$ cat config.mk
export PLATFORM = sky130hd
export DESIGN_NAME = tshr_ctrl_flat
export DESIGN_NICKNAME = d
export VERILOG_FILES = /design/src/hdl/tshr_pkg.sv /design/src/hdl/tshr_in_if.sv /design/src/hdl/tshr_out_if.sv /design/src/hdl/tshr_ctrl.sv /design/src/flat_wrapper.sv
export SDC_FILE = /design/constraint.sdc
export NUM_CORES = 1
export LEC_CHECK = 0
export BUFFER_PORTS_ARGS = -buffer_cell sky130_fd_sc_hd__buf_2
export CORE_MARGIN = 2
export CORE_UTILIZATION = 45
export CTS_CLUSTER_DIAMETER = 30
export DETAILED_ROUTE_END_ITERATION = 16
export MAX_ROUTING_LAYER = met4
export PLACE_DENSITY = 0.66
export SLEW_MARGIN = 20
export SYNTH_ARGS = -nofsm -noshare
export SYNTH_HDL_FRONTEND = slang
export SYNTH_SLANG_ARGS = --single-unit
$ cat constraint.sdc
create_clock -name i_clk -period 11.3 [get_ports i_clk]
set_clock_uncertainty 0.05 [all_clocks]
set_input_delay 0.565 -clock i_clk [delete_from_list [all_inputs] [get_ports i_clk]]
set_output_delay 0.565 -clock i_clk [all_outputs]
set_load 0.005 [all_outputs]
$ cat src/hdl/tshr_pkg.sv
package tshr_pkg;

    // Geometry
    localparam int HISTORY_DEPTH = 64;
    localparam int NUM_CHANNELS  = 8;
    localparam int TOTAL_SLOTS   = NUM_CHANNELS * HISTORY_DEPTH;
    localparam int IDX_W         = (HISTORY_DEPTH > 1) ? $clog2(HISTORY_DEPTH) : 1;
    localparam int CNT_W         = $clog2(HISTORY_DEPTH + 1);
    localparam int CH_W          = (NUM_CHANNELS > 1) ? $clog2(NUM_CHANNELS) : 1;
    localparam int ADDR_W        = (TOTAL_SLOTS > 1) ? $clog2(TOTAL_SLOTS) : 1;

    // Field widths
    localparam int KIND_W   = 2;
    localparam int CHAN_W   = 3;
    localparam int TEMP_W   = 16;
    localparam int TGT_W    = 16;
    localparam int TIME_W   = 48;
    localparam int STEMP_W  = 12;
    localparam int OCNT_W   = 7;

    // Configuration port
    localparam int CFG_IDX_W  = 2;
    localparam int CFG_DATA_W = 16;
    localparam int MAXT_W     = 15;

    localparam logic [CFG_IDX_W-1:0] CFG_THROTTLE = 2'd0;
    localparam logic [CFG_IDX_W-1:0] CFG_WINDOW   = 2'd1;
    localparam logic [CFG_IDX_W-1:0] CFG_MAX_TEMP = 2'd2;

    localparam logic [15:0]       THROTTLE_RST   = 16'd1000;
    localparam logic [15:0]       WINDOW_RST     = 16'd2000;
    localparam logic [MAXT_W-1:0] MAX_TEMP_RST   = 15'd4000;
    localparam logic [MAXT_W-1:0] STORE_TEMP_MAX = 15'd4095;

    typedef enum logic [KIND_W-1:0] {
        KIND_RECORD = 2'd0,
        KIND_UPDATE = 2'd1,
        KIND_READ   = 2'd2,
        KIND_NOP    = 2'd3
    } t_kind;

    typedef enum logic [2:0] {
        ST_IDLE,
        ST_EXEC,
        ST_UPD,
        ST_RD_DATA,
        ST_FINAL
    } t_state;

    typedef struct packed {
        logic [15:0]       throttle_ms;
        logic [15:0]       window_ms;
        logic [MAXT_W-1:0] max_temp;
    } t_cfg;

    typedef struct packed {
        logic [STEMP_W-1:0] temp;
        logic [TGT_W-1:0]   target;
        logic [TIME_W-1:0]  time_ms;
    } t_sample;

    localparam int SAMPLE_W = $bits(t_sample);

endpackage

$ cat src/hdl/tshr_in_if.sv
interface tshr_in_if;
    import tshr_pkg::*;

    logic                     valid;
    logic                     ready;
    logic [KIND_W-1:0]        kind;
    logic [CHAN_W-1:0]        channel;
    logic signed [TEMP_W-1:0] temperature;
    logic signed [TGT_W-1:0]  target;
    logic [TIME_W-1:0]        time_ms;

    modport source (
        output valid, kind, channel, temperature, target, time_ms,
        input  ready
    );

    modport sink (
        input  valid, kind, channel, temperature, target, time_ms,
        output ready
    );
endinterface

$ cat src/hdl/tshr_out_if.sv
interface tshr_out_if;
    import tshr_pkg::*;

    logic                    valid;
    logic                    ready;
    logic                    accepted;
    logic [OCNT_W-1:0]       sample_count;
    logic                    sample_valid;
    logic [STEMP_W-1:0]      out_temperature;
    logic signed [TGT_W-1:0] out_target;
    logic [TIME_W-1:0]       out_time_ms;
    logic                    last;

    modport source (
        output valid, accepted, sample_count, sample_valid, out_temperature,
               out_target, out_time_ms, last,
        input  ready
    );

    modport sink (
        input  valid, accepted, sample_count, sample_valid, out_temperature,
               out_target, out_time_ms, last,
        output ready
    );
endinterface

$ cat src/hdl/tshr_ctrl.sv
module tshr_ctrl (
    input  logic                     i_clk,
    input  logic                     i_rst_n,
    input  tshr_pkg::t_cfg           i_cfg,
    tshr_in_if.sink                  i_in,
    tshr_out_if.source               o_out,
    output logic                     o_ram_we,
    output logic [tshr_pkg::ADDR_W-1:0]   o_ram_waddr,
    output tshr_pkg::t_sample        o_ram_wdata,
    output logic                     o_ram_re,
    output logic [tshr_pkg::ADDR_W-1:0]   o_ram_raddr,
    input  tshr_pkg::t_sample        i_ram_rdata
);
    import tshr_pkg::*;

    t_state r_state, n_state;

    // Latched request
    t_kind                    r_kind;
    logic [CHAN_W-1:0]        r_chan;
    logic signed [TEMP_W-1:0] r_temp;
    logic signed [TGT_W-1:0]  r_target;
    logic [TIME_W-1:0]        r_time;

    // Per-channel ring state
    logic [IDX_W-1:0]  r_head      [NUM_CHANNELS];
    logic [CNT_W-1:0]  r_fill      [NUM_CHANNELS];
    logic [TIME_W-1:0] r_last_time [NUM_CHANNELS];

    // Walk and result state
    logic [IDX_W-1:0]  r_ptr;
    logic [CNT_W-1:0]  r_left;
    logic              r_acc;
    logic [CNT_W-1:0]  r_count;
    t_sample           r_pend;
    logic              r_pend_valid;

    // Output register
    logic               r_out_valid;
    logic               r_out_acc;
    logic [OCNT_W-1:0]  r_out_count;
    logic               r_out_svalid;
    t_sample            r_out_sample;
    logic               r_out_last;

    logic               ch_ok;
    logic [CH_W-1:0]    ch;
    logic [IDX_W-1:0]   cur_head;
    logic [CNT_W-1:0]   cur_fill;
    logic [TIME_W-1:0]  cur_last;
    logic [IDX_W-1:0]   head_next;
    logic [CNT_W-1:0]   fill_next;
    logic [IDX_W-1:0]   newest_idx;
    logic [IDX_W-1:0]   oldest_idx;
    logic [IDX_W-1:0]   ptr_next;
    logic [IDX_W-1:0]   sel_idx;
    logic               temp_ok;
    logic               throttled;
    logic               rec_ok;
    logic               upd_ok;
    logic               match;
    logic               out_free;
    logic               advance;
    logic               emit_pend;
    logic               emit_final;

    // Decode the latched channel
    assign ch_ok    = int'(r_chan) < NUM_CHANNELS;
    assign ch       = CH_W'(r_chan);
    assign cur_head = r_head[ch];
    assign cur_fill = r_fill[ch];
    assign cur_last = r_last_time[ch];

    // Ring index arithmetic
    assign head_next  = (int'(cur_head) == HISTORY_DEPTH - 1) ? '0 : cur_head + 1'b1;
    assign fill_next  = (int'(cur_fill) < HISTORY_DEPTH) ? cur_fill + 1'b1 : cur_fill;
    assign newest_idx = (cur_head == '0) ? IDX_W'(HISTORY_DEPTH - 1) : cur_head - 1'b1;
    assign oldest_idx = (int'(cur_fill) < HISTORY_DEPTH) ? '0 : cur_head;
    assign ptr_next   = (int'(r_ptr) == HISTORY_DEPTH - 1) ? '0 : r_ptr + 1'b1;
    assign sel_idx    = (r_kind == KIND_UPDATE) ? newest_idx : oldest_idx;

    // Record admission: positive, under both limits, outside throttle spacing
    assign temp_ok   = !r_temp[TEMP_W-1] && (r_temp != '0)
                       && (r_temp[MAXT_W-1:0] <= i_cfg.max_temp)
                       && (r_temp[MAXT_W-1:0] <= STORE_TEMP_MAX);
    assign throttled = (cur_last != '0)
                       && ({1'b0, r_time} < ({1'b0, cur_last}
                                             + (TIME_W+1)'(i_cfg.throttle_ms)));
    assign rec_ok    = temp_ok && !throttled;

    // Newest sample still inside the rewrite window
    assign upd_ok = {1'b0, r_time} <= ({1'b0, i_ram_rdata.time_ms}
                                       + (TIME_W+1)'(i_cfg.window_ms));

    // Read walk
    assign match    = i_ram_rdata.time_ms > r_time;
    assign out_free = !r_out_valid || o_out.ready;
    assign advance  = !(match && r_pend_valid && !out_free);

    // Next state
    always_comb begin
        n_state = r_state;
        unique case (r_state)
            ST_IDLE: begin
                if (i_in.valid) begin
                    n_state = ST_EXEC;
                end
            end
            ST_EXEC: begin
                n_state = ST_FINAL;
                if (ch_ok && cur_fill != '0) begin
                    if (r_kind == KIND_UPDATE) begin
                        n_state = ST_UPD;
                    end else if (r_kind == KIND_READ) begin
                        n_state = ST_RD_DATA;
                    end
                end
            end
            ST_UPD: begin
                n_state = ST_FINAL;
            end
            ST_RD_DATA: begin
                if (advance && r_left == CNT_W'(1)) begin
                    n_state = ST_FINAL;
                end
            end
            ST_FINAL: begin
                if (out_free) begin
                    n_state = ST_IDLE;
                end
            end
            default: n_state = ST_IDLE;
        endcase
    end

    // Outputs: handshake, memory access, emit strobes
    always_comb begin
        i_in.ready  = 1'b0;
        o_ram_we    = 1'b0;
        o_ram_waddr = '0;
        o_ram_wdata = '0;
        o_ram_re    = 1'b0;
        o_ram_raddr = '0;
        emit_pend   = 1'b0;
        emit_final  = 1'b0;
        unique case (r_state)
            ST_IDLE: begin
                i_in.ready = 1'b1;
            end
            ST_EXEC: begin
                if (ch_ok && r_kind == KIND_RECORD && rec_ok) begin
                    o_ram_we           = 1'b1;
                    o_ram_waddr        = ADDR_W'(int'(ch) * HISTORY_DEPTH + int'(cur_head));
                    o_ram_wdata.temp   = r_temp[STEMP_W-1:0];
                    o_ram_wdata.target = r_target;
                    o_ram_wdata.time_ms = r_time;
                end
                if (ch_ok && cur_fill != '0
                    && (r_kind == KIND_UPDATE || r_kind == KIND_READ)) begin
                    o_ram_re    = 1'b1;
                    o_ram_raddr = ADDR_W'(int'(ch) * HISTORY_DEPTH + int'(sel_idx));
                end
            end
            ST_UPD: begin
                // Write back the newest entry with its new target
                if (upd_ok) begin
                    o_ram_we           = 1'b1;
                    o_ram_waddr        = ADDR_W'(int'(ch) * HISTORY_DEPTH + int'(r_ptr));
                    o_ram_wdata        = i_ram_rdata;
                    o_ram_wdata.target = r_target;
                end
            end
            ST_RD_DATA: begin
                emit_pend = match && r_pend_valid && out_free;
                if (advance && r_left != CNT_W'(1)) begin
                    o_ram_re    = 1'b1;
                    o_ram_raddr = ADDR_W'(int'(ch) * HISTORY_DEPTH + int'(ptr_next));
                end
            end
            ST_FINAL: begin
                emit_final = out_free;
            end
            default: ;
        endcase
    end

    // Control registers
    always_ff @(posedge i_clk) begin
        if (!i_rst_n) begin
            r_state      <= ST_IDLE;
            r_pend_valid <= 1'b0;
            r_out_valid  <= 1'b0;
            for (int c = 0; c < NUM_CHANNELS; c++) begin
                r_head[c]      <= '0;
                r_fill[c]      <= '0;
                r_last_time[c] <= '0;
            end
        end else begin
            r_state <= n_state;

            // Store the record and advance the ring head
            if (r_state == ST_EXEC && ch_ok && r_kind == KIND_RECORD && rec_ok) begin
                r_head[ch]      <= head_next;
                r_fill[ch]      <= fill_next;
                r_last_time[ch] <= r_time;
            end

            // Hold one matching sample so the final one can carry last
            if (r_state == ST_EXEC) begin
                r_pend_valid <= 1'b0;
            end else if (r_state == ST_RD_DATA && advance && match) begin
                r_pend_valid <= 1'b1;
            end

            if (emit_pend || emit_final) begin
                r_out_valid <= 1'b1;
            end else if (o_out.ready) begin
                r_out_valid <= 1'b0;
            end
        end
    end

    // Payload registers
    always_ff @(posedge i_clk) begin
        if (i_in.valid && i_in.ready) begin
            r_kind   <= t_kind'(i_in.kind);
            r_chan   <= i_in.channel;
            r_temp   <= i_in.temperature;
            r_target <= i_in.target;
            r_time   <= i_in.time_ms;
        end

        if (r_state == ST_EXEC) begin
            r_ptr   <= sel_idx;
            r_left  <= cur_fill;
            r_acc   <= ch_ok && r_kind == KIND_RECORD && rec_ok;
            if (!ch_ok) begin
                r_count <= '0;
            end else if (r_kind == KIND_RECORD && rec_ok) begin
                r_count <= fill_next;
            end else begin
                r_count <= cur_fill;
            end
        end

        if (r_state == ST_UPD) begin
            r_acc <= upd_ok;
        end

        // Step the walk
        if (r_state == ST_RD_DATA && advance) begin
            r_ptr  <= ptr_next;
            r_left <= r_left - 1'b1;
            if (match) begin
                r_pend <= i_ram_rdata;
            end
        end

        if (emit_pend) begin
            r_out_acc    <= 1'b0;
            r_out_count  <= OCNT_W'(r_count);
            r_out_svalid <= 1'b1;
            r_out_sample <= r_pend;
            r_out_last   <= 1'b0;
        end else if (emit_final) begin
            r_out_acc    <= r_acc;
            r_out_count  <= OCNT_W'(r_count);
            r_out_svalid <= r_pend_valid;
            r_out_sample <= r_pend_valid ? r_pend : '0;
            r_out_last   <= 1'b1;
        end
    end

    assign o_out.valid           = r_out_valid;
    assign o_out.accepted        = r_out_acc;
    assign o_out.sample_count    = r_out_count;
    assign o_out.sample_valid    = r_out_svalid;
    assign o_out.out_temperature = r_out_sample.temp;
    assign o_out.out_target      = r_out_sample.target;
    assign o_out.out_time_ms     = r_out_sample.time_ms;
    assign o_out.last            = r_out_last;
endmodule

$ cat src/flat_wrapper.sv
// flat-port wrapper written by rule: the top's interface ports become plain ports
module tshr_ctrl_flat import tshr_pkg::*;
  (i_clk, i_rst_n, i_cfg, o_ram_we, o_ram_waddr, o_ram_wdata, o_ram_re, o_ram_raddr, i_ram_rdata, i_in_valid, i_in_kind, i_in_channel, i_in_temperature, i_in_target, i_in_time_ms, i_in_ready, o_out_valid, o_out_accepted, o_out_sample_count, o_out_sample_valid, o_out_out_temperature, o_out_out_target, o_out_out_time_ms, o_out_last, o_out_ready);
  tshr_in_if i_in_i ();
  tshr_out_if o_out_i ();
  input  logic i_clk;
  input  logic i_rst_n;
  input  tshr_pkg::t_cfg i_cfg;
  output logic o_ram_we;
  output logic [tshr_pkg::ADDR_W-1:0] o_ram_waddr;
  output tshr_pkg::t_sample o_ram_wdata;
  output logic o_ram_re;
  output logic [tshr_pkg::ADDR_W-1:0] o_ram_raddr;
  input  tshr_pkg::t_sample i_ram_rdata;
  input wire logic [$bits(i_in_i.valid)-1:0] i_in_valid;
  input wire logic [$bits(i_in_i.kind)-1:0] i_in_kind;
  input wire logic [$bits(i_in_i.channel)-1:0] i_in_channel;
  input wire logic [$bits(i_in_i.temperature)-1:0] i_in_temperature;
  input wire logic [$bits(i_in_i.target)-1:0] i_in_target;
  input wire logic [$bits(i_in_i.time_ms)-1:0] i_in_time_ms;
  output wire logic [$bits(i_in_i.ready)-1:0] i_in_ready;
  output wire logic [$bits(o_out_i.valid)-1:0] o_out_valid;
  output wire logic [$bits(o_out_i.accepted)-1:0] o_out_accepted;
  output wire logic [$bits(o_out_i.sample_count)-1:0] o_out_sample_count;
  output wire logic [$bits(o_out_i.sample_valid)-1:0] o_out_sample_valid;
  output wire logic [$bits(o_out_i.out_temperature)-1:0] o_out_out_temperature;
  output wire logic [$bits(o_out_i.out_target)-1:0] o_out_out_target;
  output wire logic [$bits(o_out_i.out_time_ms)-1:0] o_out_out_time_ms;
  output wire logic [$bits(o_out_i.last)-1:0] o_out_last;
  input wire logic [$bits(o_out_i.ready)-1:0] o_out_ready;
  assign i_in_i.valid = i_in_valid;
  assign i_in_i.kind = i_in_kind;
  assign i_in_i.channel = i_in_channel;
  assign i_in_i.temperature = i_in_temperature;
  assign i_in_i.target = i_in_target;
  assign i_in_i.time_ms = i_in_time_ms;
  assign i_in_ready = i_in_i.ready;
  assign o_out_valid = o_out_i.valid;
  assign o_out_accepted = o_out_i.accepted;
  assign o_out_sample_count = o_out_i.sample_count;
  assign o_out_sample_valid = o_out_i.sample_valid;
  assign o_out_out_temperature = o_out_i.out_temperature;
  assign o_out_out_target = o_out_i.out_target;
  assign o_out_out_time_ms = o_out_i.out_time_ms;
  assign o_out_last = o_out_i.last;
  assign o_out_i.ready = o_out_ready;
  tshr_ctrl u_core (.i_clk(i_clk), .i_rst_n(i_rst_n), .i_cfg(i_cfg), .i_in(i_in_i), .o_out(o_out_i), .o_ram_we(o_ram_we), .o_ram_waddr(o_ram_waddr), .o_ram_wdata(o_ram_wdata), .o_ram_re(o_ram_re), .o_ram_raddr(o_ram_raddr), .i_ram_rdata(i_ram_rdata));
endmodule
==> results of run 1 <==
==> kinds of logic (layout without fill, tap and decap cells) <==
kind of cell | after synthesis | count (layout) | synth area share, %
AND/OR/NAND/NOR | 1187 | 1187 | 14.18
flip-flops | 764 | 764 | 57.24
AO/OA/AOI/OAI | 419 | 419 | 7.035
buffers and inverters | 347 | 1040 | 3.836
multiplexers | 210 | 210 | 8.804
adder cells (fa/ha/maj) | 203 | 203 | 6.405
XOR/XNOR | 113 | 113 | 2.500
other | 0 | 2 | 0
==> what timing repair did <==
action / in CTS / in global routing
hold endpoints to repair: 125 / 0
hold buffers: 123 / 0
gates resized for setup: 0 / 0
==> stage by stage <==
step / util, % / cells / setup WS (ps) / hold slack (ps)
floorplan: - / 3243 / -619.6 / 350.3
global placement: 48.99 / 4692 / 2617 / 351.7
detailed placement: 49.01 / 4692 / 2585 / 354.5
CTS: 56.44 / 5100 / 1792 / 0.06767
global route: 56.47 / 5102 / 1198 / 20.81
finish: 56.47 / 5103 / 1786 / 32.82
==> critical path, stage by stage, from the launching register on <==
cell and delay (ps):
dfxtp_4 910, buf_4 560, mux4_2 550, and2_1 160, a31o_2 220, ha_1 360
o21ai_0 140, a211oi_1 200, nor3_1 70, buf_4 170, nor3_1 390, nor2b_1 350
nand3_1 130, xor2_1 170, ha_1 290, a21o_1 160, a221oi_1 380, nand4_1 130
or3_1 390, o211ai_1 290, a41oi_4 200, o21ai_4 920, buf_4 530, o22ai_1 180
buf_2 180
==> flip-flops by register name (all words and copies together), names as in the netlist, 16 cells and up, named ones only <==
signal and count:
u_core.r_target 16, u_core.o_out.out_time_ms 48, u_core.r_pend 76, u_core.r_time 48, u_core.r_last_time 384, u_core.r_temp 16, u_core.r_fill 56, u_core.o_out.out_target 16
u_core.r_head 48
==> power groups by stage <==
| stage | clock (W) | combinational [W] | sequential, W |
|---|---|---|---|
| 2_1_floorplan | 0 | 0.00178 | 0.00350 |
| 3_3_place_gp | 0 | 0.00248 | 0.00366 |
| 3_5_place_dp | 0 | 0.00249 | 0.00367 |
| 4_1_cts | 0.00462 | 0.00255 | 0.00362 |
| 5_1_grt | 0.00477 | 0.00280 | 0.00364 |
| 6_report | 0.00459 | 0.00258 | 0.00363 |
==> cell usage after synthesis (19+ instances only) <==
| cell type | n |
|---|---|
| a21boi_0 | 21 |
| a21o_1 | 35 |
| a21oi_1 | 94 |
| and2_1 | 90 |
| buf_2 | 43 |
| clkbuf_1 | 97 |
| edfxtp_1 | 753 |
| ha_1 | 201 |
| inv_1 | 171 |
| mux2_2 | 27 |
| mux2i_1 | 73 |
| mux4_2 | 110 |
| nand2_1 | 214 |
| nand2b_1 | 19 |
| nand3_1 | 57 |
| nand4_1 | 44 |
| nor2_1 | 503 |
| nor3_1 | 46 |
| nor4_1 | 119 |
| o21a_1 | 21 |
| o21ai_0 | 48 |
| o22ai_1 | 78 |
| xnor2_1 | 70 |
| xor2_1 | 42 |
==> placed cells by master, fill, tap and decap left out, types with 13 or more instances in the layout <==
cell,instances
edfxtp_1,753
nor2_1,503
buf_2,395
nand2_1,214
ha_1,201
inv_1,171
clkbuf_16,154
dlygate4sd3_1,123
nor4_1,119
mux4_2,110
a21oi_1,94
and2_1,88
o22ai_1,78
mux2i_1,73
xnor2_1,70
buf_4,60
nand3_1,57
o21ai_0,48
nor3_1,46
nand4_1,44
xor2_1,42
a21o_1,34
mux2_2,27
o21a_1,21
a21boi_0,21
clkbuf_1,21
nand2b_1,19
clkinv_4,19
bufinv_16,18
clkinvlp_4,18
a211oi_1,17
nor2b_1,15
clkinv_2,15
inv_6,15
or4_1,14
and3_1,14
clkinv_1,13
==> cell type report <==
cell class / instances / area share (%)
Antenna cell: 2 / 0.01006
Clock inverter: 109 / 2.754
Tap cell: 1165 / 2.930
Inverter: 173 / 1.310
Sequential cell: 764 / 45.91
Multi-Input combinational cell: 2132 / 31.62
Timing Repair Buffer: 582 / 7.529
Clock buffer: 176 / 7.931
==> path summary, 6_finish.rpt <==
check | startpoint | endpoint | slack (ps) | cells after the start
setup / recovery | flip-flop | o_ram_wdata[15] | 1790 | 24
hold reg to reg | u_core.r_count[4] | u_core.o_out.sample_count[4] | 360 | 0
setup reg to reg | flip-flop | u_core.r_last_time[0][20] | 2470 | 23
hold / removal | i_ram_rdata[12] | u_core.r_pend[12] | 30 | 1
==> layer usage <==
layer  vias up  GRT usage (%)  wire length [um]
met5         -              -                 0
met4         0          11.56              4838
met3       288          5.408             12730
met2      1714          44.04             59760
met1     15060          39.74             52850
li1      13340              -                 -
==> impl_metrics.ini, run 1 <==
[outcome]
status = finished, final reports clean

[critical_path]
endpoint_kind = primary output
start_kind = flip-flop
arrival_ps = 8900
worstPathRequired_ps = 10690
crit_path_max_fanout = 50
path_class = reg -> out

[cells_and_area]
syn2layout_area_growth_pct = 24.73
filler_cell_count = 7194
fin_nets = 4221
drive_above_1_share_pct = 22.84
seqCellArea_mm2 = 0.02284
stdcell_area_mm2 = 0.04976
multi_input_area_mm2 = 0.01573

[timing]
slew_headroom_pct = 24.75
setup_violations = 0
finalCriticalPeriod_ps = 9514
tns_ps = 0
worst_pin_slew_ps = 1126
fin_crit_sh_pct = 84.19
finalHoldViolCount = 0
grt_setup_unrepaired = false
slew_violations = 0
fmax_ghz = 0.1051

[clock_tree]
cts.clk_slew.worst_paths_ps = 50
cts_tree = yes
clk_latency_ps = 760
root_buffer = clkbuf_16
clock_sinks = 764
clockBufferDepth = 3
postCtsSetupBuffers = 0
htreeDepth = 4
cts_buffers = 153

[die]
die-area_mm2 = 0.09104
dieWidth_um = 301.7
die_y_um = 301.7
initial_core_util_pct = 45.28
io_pins = 396
core_mm2 = 0.08810
rows = 109

[yosys]
synth.largest_area_cell = edfxtp_1
syn_nets = 3658
yosys-top-cells-area = edfxtp_1 (57%), ha_1 (6.3%), mux4_2 (6.2%), nor2_1 (4.7%), nand2_1 (2.0%)
synthCells = 3243
synth_ff_type = edfxtp_1
synth_top_cell_area_share_pct = 56.68
async_flop_share_pct = 0
synth.distinct_cells = 84
ys_ff_latch = 764
avgSynthCellArea_um2 = 12.30
yosys_warnings = 0
ys_seq_area_share_pct = 57.24
syn_area_mm2 = 0.03989
synth-edff-count = 753

[routing]
drt-pass1-iter-count = 5
num_vias = 30400
drt-total-wl_um = 130200
routedWlPerCell_um = 25.51
vias_per_cell = 5.956
drc = 0
postRouteAntennaNets = 0
drt_iter0_drc = 3995

[flow_run]
drv_cap = 0

[grt]
globalRouteOverflowTotal = 0
grt_usage_pct = 29.37
grt_pass1_wl_um = 191000
grt_pass1_vias = 29660
antenna_found_initial = 4
grt_start_max_net_pins = 120

[place]
io_buffers = 395
dp_hpwl_um = 87590
gp_congestion = 0.9856
placed_area_mm2 = 0.04318

[power_and_ir_drop]
p_sw_share_pct = 32.17
intPower_w = 0.007326
seq_power_share_pct = 33.6
power_density_mw_per_mm2 = 217.1
comb_power_share_pct = 23.9
peakVddDrop_mv = 0.1748
clkPwrFrac_pct = 42.5
switching_power_w = 0.003474
power_leakage_nw = 19.44
power_w = 0.01080

[worst_hold_path]
worstHoldPathType = in -> reg
(Power assumes the default switching activity.)
==> inputs of run 2 (changes only) <==
PLACE_DENSITY = not set   (was 0.66)
clock period = 9.2 ns   (was 11.3 ns; I/O delays follow)
==> impl_metrics.ini, run 2 (synthesized netlist as in run 1, its figures left out) <==
[cells_and_area]
regMostFlops = u_core.r_last_time
drive_above_1_share_pct = 22.50
reg_top3 = u_core.r_last_time x384, u_core.r_pend x76, u_core.r_fill x56
syn2layout_area_growth_pct = 25.31
largest_register_ff_count = 384
fin_cells = 5135
filler_cell_count = 7270
stdcell_area_mm2 = 0.04999
final_common_cell = edfxtp_1
fin_nets = 4255
final_cell_mix = edfxtp_1 (753), nor2_1 (503), buf_2 (395)

[clock_tree]
clock_sinks = 764
root_buffer = clkbuf_16
cts_tree = yes
cts_buffers = 150
clockBufferDepth = 3
clk_latency_ps = 740
htreeDepth = 4
cts_resized = 0
cts.clk_slew.worst_paths_ps = 50

[critical_path]
start_kind = flip-flop
crit_path_max_fanout = 35
crit_path_max_incr_delay_ps = 690
critPathTopFamily = compound AO/OA/AOI/OAI gates
arrival_ps = 7970
path_class = reg -> out
endpoint_kind = primary output
cp_slowest_cell = dfxtp_4
crit_buf_inv = 4
rr_worst_depth = 24
worstPathRequired_ps = 8690
path_depth = 25

[timing]
slew_headroom_pct = 34.37
finalHoldViolCount = 0
finalCriticalPeriod_ps = 8476
fmax_ghz = 0.1180
slew_violations = 0
grt_setup_unrepaired = false
fin_crit_sh_pct = 92.13
setup_violations = 0
worst_pin_slew_ps = 984.4

[worst_hold_path]
holdPathStages = 1
worstHoldPathType = in -> reg

[die]
die-area_mm2 = 0.09104
rows = 109
dieWidth_um = 301.7
core_mm2 = 0.08810
die_y_um = 301.7
initial_core_util_pct = 45.28
io_pins = 396

[power_and_ir_drop]
p_sw_share_pct = 31.85
comb_power_share_pct = 24.2
power_density_mw_per_mm2 = 257.4
power_leakage_nw = 19.54
clkPwrFrac_pct = 41.1
intPower_w = 0.008768
switching_power_w = 0.004098
peakVddDrop_mv = 0.1631
seq_power_share_pct = 34.6

[routing]
drt-total-wl_um = 128000
num_vias = 29730
vias_per_cell = 5.790
drt_iter0_drc = 2798
routedWlPerCell_um = 24.92
drc = 0
postRouteAntennaNets = 0
drt-pass1-iter-count = 5

[outcome]
status = finished, final reports clean

[place]
io_buffers = 395
placed_area_mm2 = 0.04340
dp_hpwl_um = 85880
gp_congestion = 0.9414
dp.cells = 4694

[grt]
antenna_found_initial = 11
globalRouteOverflowTotal = 0
grt_start_max_net_pins = 96
grt_pass1_wl_um = 187300
grt_usage_pct = 28.67
grt_pass1_vias = 29310

[flow_run]
drv_cap = 0
[run 2: changes by cell type in the layout (fill, tap and decap cells not counted), moves of 4 or more]
cell           change
clkinv_8           +4
dlygate4sd3_1     +34
inv_8              +7
clkinv_16          -6
clkinv_1           +6
bufinv_16          -7
diode_2            +4
clkinv_2           +5
clkinv_4          -11
buf_4             -16
buf_12            +19
[run 2: final timing paths]
| path | slack [ps] | to | from |
|---|---|---|---|
| min | 50 | u_core.r_pend[2] | i_ram_rdata[2] |
| min reg2reg | 370 | u_core.o_out.sample_count[6] | u_core.r_count[6] |
| max reg2reg | 1210 | u_core.r_last_time[5][34] | flip-flop |
| max | 720 | o_ram_wdata[42] | flip-flop |
[run 2: metrics by stage]
step	TNS (ps)	total power, W	utilization (%)	setup WS [ps]	hold slack [ps]
after floorplan	-299130	0.006492	-	-817.3	350.3
after global placement	0	0.007546	49.24	1085	356.2
after detailed placement	0	0.007550	49.26	1136	355.6
after CTS	0	0.01290	56.66	349.9	16.40
after global routing	0	0.01338	56.73	338.7	26.11
final	0	0.01287	56.74	724.2	53.07
[run 2: routing by layer]
layer | part of all wire (%) | vias to the layer above | GRT usage [%]
met2 | 48 | 1326 | 46.13
met1 | 41 | 14740 | 37.08
met4 | 2.9 | 0 | 9.371
met3 | 7.7 | 243 | 4.870
li1 | - | 13430 | -
met5 | 0 | - | -
[run 2: what timing repair did]
item,CTS,global route
hold buffers,157,0
setup endpoints to repair,0,12
endpoints found under the hold margin,158,0
buffers inserted,0,2
[run 2: power groups by stage]
stage / logic, W / clock network [W] / registers [W]
floorplan: 0.00219 / 0 / 0.00430
global placement: 0.00304 / 0 / 0.00451
detailed placement: 0.00304 / 0 / 0.00451
CTS: 0.00311 / 0.00533 / 0.00445
global route: 0.00341 / 0.00550 / 0.00447
finish: 0.00312 / 0.00529 / 0.00446
[run 2: area by class of cell]
class	instances	area [um^2]	share of cell area, %
sequential	764	22840	45.70
multi-input combinational	2132	15740	31.49
timing repair buffer	619	4334	8.670
clock buffer	174	3950	7.902
tap	1165	1458	2.916
clock inverter	102	996.0	1.992
inverter	173	651.9	1.304
antenna	6	15.01	0.03004
